`config.mk`:
```
export PLATFORM = sky130hd
export DESIGN_NAME = http_request_tokenizer_core
export DESIGN_NICKNAME = d
export VERILOG_FILES = /design/src/hdl/hrt_pkg.sv /design/src/hdl/hrt_step.sv /design/src/hdl/http_request_tokenizer_core.sv
export SDC_FILE = /design/constraint.sdc
export NUM_CORES = 1
export LEC_CHECK = 0
export ABC_AREA = 0
export BUFFER_PORTS_ARGS = -buffer_cell sky130_fd_sc_hd__buf_2
export CORE_MARGIN = 2
export CORE_UTILIZATION = 57
export DETAILED_ROUTE_END_ITERATION = 10
export PLACE_DENSITY = 0.77
export SYNTH_ARGS = -nofsm -noshare
export SYNTH_HDL_FRONTEND = slang
export SYNTH_HIERARCHICAL = 1
export SYNTH_SLANG_ARGS = --single-unit
```
`constraint.sdc`:
```
create_clock -name clk -period 4.7 [get_ports clk]
set_input_delay 0.47 -clock clk [delete_from_list [all_inputs] [get_ports clk]]
set_output_delay 0.47 -clock clk [all_outputs]
set_load 0.03 [all_outputs]
```
`src/hdl/hrt_pkg.sv`:
```
// Package for the HTTP request tokenizer: codes, state and result types, helper functions.
`timescale 1ns / 1ps
`default_nettype none

package hrt_pkg;

	localparam int unsigned MaxResults = 3;

	// Result kinds.
	localparam logic [1:0] KIND_DATA = 2'd0;
	localparam logic [1:0] KIND_END  = 2'd1;
	localparam logic [1:0] KIND_DONE = 2'd2;
	localparam logic [1:0] KIND_BAD  = 2'd3;

	// Field codes, also used as the parse phase.
	localparam logic [2:0] FLD_METHOD  = 3'd0;
	localparam logic [2:0] FLD_URL     = 3'd1;
	localparam logic [2:0] FLD_VERSION = 3'd2;
	localparam logic [2:0] FLD_KEY     = 3'd3;
	localparam logic [2:0] FLD_VALUE   = 3'd4;

	// Percent escape progress.
	localparam logic [1:0] PCT_NONE  = 2'd0;
	localparam logic [1:0] PCT_SIGN  = 2'd1;
	localparam logic [1:0] PCT_DIGIT = 2'd2;

	localparam logic [7:0] CH_CR    = 8'h0D;
	localparam logic [7:0] CH_LF    = 8'h0A;
	localparam logic [7:0] CH_SP    = 8'h20;
	localparam logic [7:0] CH_PCT   = 8'h25;
	localparam logic [7:0] CH_COLON = 8'h3A;

	typedef struct packed {
		logic [2:0] phase;
		logic       pending_cr;
		logic       pending_colon;
		logic [1:0] percent_stage;
		logic [7:0] held_hex_char;
		logic       key_seen;
		logic       value_seen;
	} hrt_state_t;

	typedef struct packed {
		logic [1:0] kind;
		logic [2:0] field;
		logic [7:0] data;
		logic       keep;
	} hrt_res_t;

	typedef struct packed {
		logic [1:0]                count;
		hrt_res_t [MaxResults-1:0] r;
	} hrt_batch_t;

	localparam hrt_state_t STATE_RESET = '{
		phase:         FLD_METHOD,
		pending_cr:    1'b0,
		pending_colon: 1'b0,
		percent_stage: PCT_NONE,
		held_hex_char: 8'h00,
		key_seen:      1'b0,
		value_seen:    1'b0
	};

	function automatic hrt_res_t mk_res(logic [1:0] kind, logic [2:0] field,
			logic [7:0] data, logic keep);
		hrt_res_t r;
		r.kind  = kind;
		r.field = field;
		r.data  = data;
		r.keep  = keep;
		return r;
	endfunction

	// Bit 4 flags a hex digit of either case, bits 3:0 give its value.
	function automatic logic [4:0] hex_digit(logic [7:0] c);
		logic [4:0] v;
		v = 5'd0;
		if (c >= 8'h30 && c <= 8'h39) begin
			v = {1'b1, 4'(c - 8'h30)};
		end else if (c >= 8'h61 && c <= 8'h66) begin
			v = {1'b1, 4'(c - 8'h57)};
		end else if (c >= 8'h41 && c <= 8'h46) begin
			v = {1'b1, 4'(c - 8'h37)};
		end
		return v;
	endfunction

endpackage

`default_nettype wire

```
`src/hdl/hrt_step.sv`:
```
// Combinational step of the tokenizer: one byte and the parse state give the next state and results.
`timescale 1ns / 1ps
`default_nettype none

module hrt_step import hrt_pkg::*; (
	input  wire logic [7:0] in_byte,
	input  wire hrt_state_t cur,
	output hrt_state_t      nxt,
	output hrt_batch_t      batch
);

	always_comb begin
		hrt_state_t st;
		hrt_batch_t bt;
		logic       run;
		logic       done;
		logic [4:0] hb;
		logic [4:0] hh;
		logic       flush;

		st   = cur;
		bt   = '0;
		run  = 1'b1;
		done = 1'b0;
		flush = 1'b0;
		hb   = hex_digit(in_byte);
		hh   = hex_digit(cur.held_hex_char);

		if (st.pending_cr) begin
			st.pending_cr = 1'b0;
			if (in_byte == CH_LF) begin
				run = 1'b0;
				case (st.phase)
					FLD_VERSION: begin
						bt.r[bt.count] = mk_res(KIND_END, FLD_VERSION, 8'h00, 1'b0);
						bt.count = bt.count + 2'd1;
						st.phase = FLD_KEY;
						st.key_seen = 1'b0;
						st.value_seen = 1'b0;
					end
					FLD_KEY: begin
						bt.r[bt.count] = mk_res(KIND_DONE, FLD_METHOD, 8'h00, 1'b0);
						bt.count = bt.count + 2'd1;
						st = STATE_RESET;
					end
					FLD_VALUE: begin
						bt.r[bt.count] = mk_res(KIND_END, FLD_VALUE, 8'h00,
							st.key_seen & st.value_seen);
						bt.count = bt.count + 2'd1;
						st.phase = FLD_KEY;
						st.key_seen = 1'b0;
						st.value_seen = 1'b0;
					end
					default: begin
						bt.r[bt.count] = mk_res(KIND_BAD, FLD_METHOD, 8'h00, 1'b0);
						bt.count = bt.count + 2'd1;
						st = STATE_RESET;
					end
				endcase
			end else begin
				// The held CR turns out to be data of the current field.
				bt.r[bt.count] = mk_res(KIND_DATA, st.phase, CH_CR, 1'b0);
				bt.count = bt.count + 2'd1;
				if (st.phase == FLD_KEY) st.key_seen = 1'b1;
				if (st.phase == FLD_VALUE) st.value_seen = 1'b1;
			end
		end

		if (run) begin
			if (in_byte == CH_CR) begin
				if (st.phase == FLD_URL) begin
					if (st.percent_stage != PCT_NONE) begin
						bt.r[bt.count] = mk_res(KIND_DATA, FLD_URL, CH_PCT, 1'b0);
						bt.count = bt.count + 2'd1;
					end
					if (st.percent_stage == PCT_DIGIT) begin
						bt.r[bt.count] = mk_res(KIND_DATA, FLD_URL, st.held_hex_char, 1'b0);
						bt.count = bt.count + 2'd1;
					end
					st.percent_stage = PCT_NONE;
				end
				if (st.pending_colon) begin
					bt.r[bt.count] = mk_res(KIND_DATA, st.phase, CH_COLON, 1'b0);
					bt.count = bt.count + 2'd1;
					if (st.phase == FLD_KEY) st.key_seen = 1'b1;
					if (st.phase == FLD_VALUE) st.value_seen = 1'b1;
					st.pending_colon = 1'b0;
				end
				st.pending_cr = 1'b1;
			end else begin
				case (st.phase)
					FLD_METHOD: begin
						if (in_byte == CH_SP) begin
							bt.r[bt.count] = mk_res(KIND_END, FLD_METHOD, 8'h00, 1'b0);
							bt.count = bt.count + 2'd1;
							st.phase = FLD_URL;
						end else begin
							bt.r[bt.count] = mk_res(KIND_DATA, FLD_METHOD, in_byte, 1'b0);
							bt.count = bt.count + 2'd1;
						end
					end
					FLD_URL: begin
						// A broken escape gives back the percent sign and held digit first.
						if (st.percent_stage == PCT_SIGN) begin
							if (hb[4]) begin
								st.held_hex_char = in_byte;
								st.percent_stage = PCT_DIGIT;
								done = 1'b1;
							end else begin
								flush = 1'b1;
							end
						end else if (st.percent_stage == PCT_DIGIT) begin
							if (hb[4] && hh[4]) begin
								st.percent_stage = PCT_NONE;
								bt.r[bt.count] = mk_res(KIND_DATA, FLD_URL, {hh[3:0], hb[3:0]},
									1'b0);
								bt.count = bt.count + 2'd1;
								done = 1'b1;
							end else begin
								flush = 1'b1;
							end
						end
						if (flush) begin
							bt.r[bt.count] = mk_res(KIND_DATA, FLD_URL, CH_PCT, 1'b0);
							bt.count = bt.count + 2'd1;
							if (st.percent_stage == PCT_DIGIT) begin
								bt.r[bt.count] = mk_res(KIND_DATA, FLD_URL, st.held_hex_char,
									1'b0);
								bt.count = bt.count + 2'd1;
							end
							st.percent_stage = PCT_NONE;
						end
						if (!done) begin
							if (in_byte == CH_PCT) begin
								st.percent_stage = PCT_SIGN;
							end else if (in_byte == CH_SP) begin
								bt.r[bt.count] = mk_res(KIND_END, FLD_URL, 8'h00, 1'b0);
								bt.count = bt.count + 2'd1;
								st.phase = FLD_VERSION;
							end else begin
								bt.r[bt.count] = mk_res(KIND_DATA, FLD_URL, in_byte, 1'b0);
								bt.count = bt.count + 2'd1;
							end
						end
					end
					FLD_VERSION, FLD_VALUE: begin
						bt.r[bt.count] = mk_res(KIND_DATA, st.phase, in_byte, 1'b0);
						bt.count = bt.count + 2'd1;
						if (st.phase == FLD_VALUE) st.value_seen = 1'b1;
					end
					FLD_KEY: begin
						if (st.pending_colon) begin
							st.pending_colon = 1'b0;
							if (in_byte == CH_SP) begin
								bt.r[bt.count] = mk_res(KIND_END, FLD_KEY, 8'h00, 1'b0);
								bt.count = bt.count + 2'd1;
								st.phase = FLD_VALUE;
								done = 1'b1;
							end else begin
								bt.r[bt.count] = mk_res(KIND_DATA, FLD_KEY, CH_COLON, 1'b0);
								bt.count = bt.count + 2'd1;
								st.key_seen = 1'b1;
							end
						end
						if (!done) begin
							if (in_byte == CH_COLON) begin
								st.pending_colon = 1'b1;
							end else begin
								bt.r[bt.count] = mk_res(KIND_DATA, FLD_KEY, in_byte, 1'b0);
								bt.count = bt.count + 2'd1;
								st.key_seen = 1'b1;
							end
						end
					end
					default: begin
						st = STATE_RESET;
					end
				endcase
			end
		end

		nxt   = st;
		batch = bt;
	end

endmodule

`default_nettype wire

```
`src/hdl/http_request_tokenizer_core.sv`:
```
// Top level of the HTTP request tokenizer: parse state, step logic and result buffer.
// Latency: the first result of a byte is offered in the cycle after its beat is accepted.
// Throughput: a byte takes as many output beats as it yields results (zero to three);
// a new byte is accepted in every cycle while each byte yields at most one result and the
// output is not stalled, since the result buffer drives a single output beat per cycle.
// Reset (arst_n low) returns parsing to the method field and drops buffered results.
`timescale 1ns / 1ps
`default_nettype none

module http_request_tokenizer_core import hrt_pkg::*; (
	input  wire logic        clk,
	input  wire logic        arst_n,
	input  wire logic        s_tvalid,
	output logic             s_tready,
	input  wire logic [7:0]  s_tdata,   // [7:0] in_byte
	output logic             m_tvalid,
	input  wire logic        m_tready,
	output logic [15:0]      m_tdata,   // [7:0] out_byte, [8] keep, [15:9] zero
	output logic [4:0]       m_tuser,   // [1:0] kind, [4:2] field
	output logic             m_tlast
);

	hrt_state_t                state_q;
	hrt_state_t                state_nxt;
	hrt_batch_t                batch;
	hrt_res_t [MaxResults-1:0] buf_q;
	logic [1:0]                rem_q;
	logic                      acc;
	logic                      pop;

	hrt_step u_step (
		.in_byte (s_tdata),
		.cur     (state_q),
		.nxt     (state_nxt),
		.batch   (batch)
	);

	assign m_tvalid = (rem_q != 2'd0);
	assign pop      = m_tvalid & m_tready;
	// Room for a new batch once the buffer is empty or its last beat leaves now.
	assign s_tready = (rem_q == 2'd0) || ((rem_q == 2'd1) && m_tready);
	assign acc      = s_tvalid & s_tready;

	always_ff @(posedge clk or negedge arst_n) begin
		if (!arst_n) begin
			state_q <= STATE_RESET;
			rem_q   <= 2'd0;
		end else begin
			if (acc) begin
				state_q <= state_nxt;
				rem_q   <= batch.count;
			end else if (pop) begin
				rem_q   <= rem_q - 2'd1;
			end
		end
	end

	always_ff @(posedge clk) begin
		if (acc) begin
			buf_q <= batch.r;
		end else if (pop) begin
			buf_q[0] <= buf_q[1];
			buf_q[1] <= buf_q[2];
		end
	end

	assign m_tdata = {7'd0, buf_q[0].keep, buf_q[0].data};
	assign m_tuser = {buf_q[0].field, buf_q[0].kind};
	assign m_tlast = (rem_q == 2'd1);

endmodule

`default_nettype wire

```
==> flow_metrics.env <==
export IMPL_critical_path_buf_inv_count=3
export IMPL_worst_hold_path_type="in2async"
export IMPL_numClockSinks=61
export IMPL_synth_enable_flop_cells=42
export IMPL_netlist_instances=755
export IMPL_crit_path_frequent_cell="sky130_fd_sc_hd__ha_1"
export IMPL_unrepaired_setup_endpoints_after_global_routing="false"
export IMPL_cts_repair_timing_setup_buffer_count=0
export IMPL_power_density_nw_per_um2=306
export IMPL_clock_root_buffer="sky130_fd_sc_hd__clkbuf_8"
export IMPL_finalHoldViolations=0
export IMPL_antenna_left=0
export IMPL_r2r_slack_ps=230
export IMPL_global_route_overflow_total=0
export IMPL_routability_congestion_estimate_from_global_placement=1.13
export IMPL_grt_pass1_wl_um=37900
export IMPL_drt_iter0_markers=1329
export IMPL_antenna_diode_count=0
export IMPL_peak_clock_frequency_supported_by_timing_mhz=224
export IMPL_initial_core_utilization_pct=58.1
export IMPL_max_slew_margin_rel_pct=42.6
export IMPL_area_growth_syn_to_layout_pct=10.7
export IMPL_place_worst_setup_slack_ps=10.4
export IMPL_post_route_min_period_ps=4470
export IMPL_finalSetupViolations=0
export IMPL_fillCellCount=927
export IMPL_die_width_um=109
export IMPL_place_port_buffers=28
export IMPL_timing_clock_skew_ps=12.5
export IMPL_worstPathArrival_ps=4590
export IMPL_grt_util_met2_pct=68.7
export IMPL_yosys_register_bits=61
export IMPL_slowest_stage="sky130_fd_sc_hd__or4b_1"
export IMPL_core_area_um2=10800
export IMPL_worst_endpoint_required_ps=4820
export IMPL_tritoncts_clock_tree="built"
export IMPL_critical_path_top_delay_family="compound AO/OA/AOI/OAI gates"
export IMPL_drt_pre_antenna_iters=8
export IMPL_timing_critical_path_slowest_cell_delay_ps=640
export IMPL_vdd_drop_max_v=0.000305
export IMPL_status="finished, final reports clean"
export IMPL_final_min_period_over_clock_period_pct=95.0
export IMPL_vias_in_the_first_global_route=6450
export IMPL_post_cts_clock_slew_at_the_launch_and_capture_registers_of_the_worst_setup_and_hold_paths_ps=80
export IMPL_largest_cells_by_area_after_synthesis="sky130_fd_sc_hd__edfxtp_1, sky130_fd_sc_hd__mux2_2, sky130_fd_sc_hd__dfrtp_1"
export IMPL_max_clock_path_buffers=2
export IMPL_synth_commonest_cells="sky130_fd_sc_hd__nand2_1, sky130_fd_sc_hd__o21ai_0, sky130_fd_sc_hd__a21oi_1"
export IMPL_synthesis_area_um2=6270
export IMPL_gr_usage_met3_pct=9.86
export IMPL_grt_max_degree=33
export IMPL_dp_final_hpwl_um=18800
export IMPL_crit_path_end_kind="flop"
export IMPL_synth_largest_area_cell="sky130_fd_sc_hd__edfxtp_1"
export IMPL_floorplan_die_height_um=109
export IMPL_gr_usage_met1_pct=53.8
export IMPL_dominantRegCellSynth="sky130_fd_sc_hd__edfxtp_1"
export IMPL_totalWireLength_um=25600
export IMPL_grt_busiest_layer="met2"
export IMPL_synth_warning_count=6
export IMPL_final_worst_slack_ps=233
export IMPL_worstSkewPairLatency_ps=370
export IMPL_drive_above_1_share_pct=23.9
export IMPL_timing_critical_path_cells="or4b_1 > nor3_2 > o22ai_1 > inv_2 > ha_1 > nand2_1 > o211ai_1 > inv_1 > ha_1 > or3_1 > nand3_1 > a21boi_0 > buf_4 > ha_1 > a221o_1 > o21ai_0 > o211ai_1 > mux2_2"
export IMPL_average_instance_area_after_synthesis_um2=8.31
export IMPL_final_max_slew_violation_count=0
export IMPL_grt_antenna_before_repair=1
export IMPL_critPathKind="reg2reg"
export IMPL_postSynth_asyncResetShare_pct=31.1
export IMPL_fp_dieArea_um2=11900
export IMPL_pin_count=36
export IMPL_synth_distinct_cells=83
export IMPL_yosys_cell_count_top_type="sky130_fd_sc_hd__nand2_1"
export IMPL_cp_max_fo=3
export IMPL_cap_viol_max_count=0
export IMPL_globalRouteTotalUtil_pct=43.6
export IMPL_number_of_clock_buffers_inserted_by_tritoncts=9
export IMPL_seq_area_frac_synth_pct=27.7
export IMPL_p_leak_nw=2.89
export IMPL_drt_drc_violations_left=0
export IMPL_drt_vias_per_instance=7.35
export IMPL_synth_top_cell_area_share_pct=20.1
export IMPL_startpoint_type="flop"
export IMPL_num_nets_final=839
export IMPL_worst_slew_pin_slew_ps=852
export IMPL_route_vias_total=6965
export IMPL_timing_setup_tns_ps=0
export IMPL_route_detailed_wl_per_inst_um=27.0
export IMPL_std_cell_rows=38
export IMPL_h_tree_level_count=3
registers in the layout (all words and copies together), names as in the netlist:
register  count
m_tuser       5
state_q      17
buf_q        28
m_tdata       9
rem_q         2
cell families after synthesis:
| kind of cell | Yosys count | synth area share [%] |
|---|---|---|
| compound gates | 262 | 27.8 |
| xor+xnor | 6 | 0.838 |
| fa+ha+maj | 25 | 4.99 |
| buf+inv | 109 | 9.03 |
| flops | 61 | 27.7 |
| mux | 58 | 10.3 |
| other cells | 2 | 0.120 |
| simple gates | 232 | 19.2 |
final cells by class:
cell class	instances	area [µm²]	share of cell area, %
clock buffers	11	131	1.89
clock inverters	5	52.6	0.757
inverters	31	116	1.68
multi-input cells	594	4010	57.8
flip-flops and latches	61	1740	25.0
well taps	140	175	2.52
repair buffers	105	718	10.3
cells in the final DEF, fill, tap and decap left out, types with 28 or more instances in the layout:
cell / instances
sky130_fd_sc_hd__buf_2: 28
sky130_fd_sc_hd__nor2_1: 46
sky130_fd_sc_hd__mux2_2: 50
sky130_fd_sc_hd__edfxtp_1: 42
sky130_fd_sc_hd__nand2_1: 71
sky130_fd_sc_hd__buf_4: 77
sky130_fd_sc_hd__a21oi_1: 59
sky130_fd_sc_hd__o21ai_0: 61
where the power goes:
group          total (mW)  internal, mW  switching (mW)
Clock               0.476         0.242           0.233
Combinational       0.887         0.285           0.602
Sequential          0.758         0.722          0.0359
Total                2.12          1.25           0.871
routing by layer:
metal,share of wire (%),vias up
li1,-,2932
met1,36,3226
met2,43,609
met3,12,196
met4,8.8,2
met5,0.055,-
final timing paths:
| check | from | to | cells past startpoint |
|---|---|---|---|
| setup / recovery | state_q[6] | m_tuser[2] | 18 |
| hold / removal | arst_n | state_q[15] | 1 |
| setup reg to reg | state_q[6] | m_tuser[2] | 18 |
| hold reg to reg | buf_q[30] | buf_q[16] | 1 |
| max in group asynchronous | arst_n | state_q[9] | 1 |
| min in group clk | s_tvalid | rem_q[1] | 3 |
repair_timing:
item | 4_1_cts | 5_1_grt
hold buffers | 0 | 0
gates resized for setup | 0 | 1
hold endpoints to repair | 0 | 0
endpoints found under the setup margin | 0 | 18
per-stage QoR:
step	area, µm²	hold slack [ps]	util [%]	std cells	total power [mW]
CTS	6940	78.7	64.3	947	2.09
global route	6940	129	64.3	947	2.18
finish	6940	87.3	64.3	947	2.12
floorplan	6310	174	-	764	1.42
detailed placement	6750	476	62.6	931	1.62
global placement	6750	468	62.6	931	1.59
Note: power is estimated with default switching activity, not from simulation.
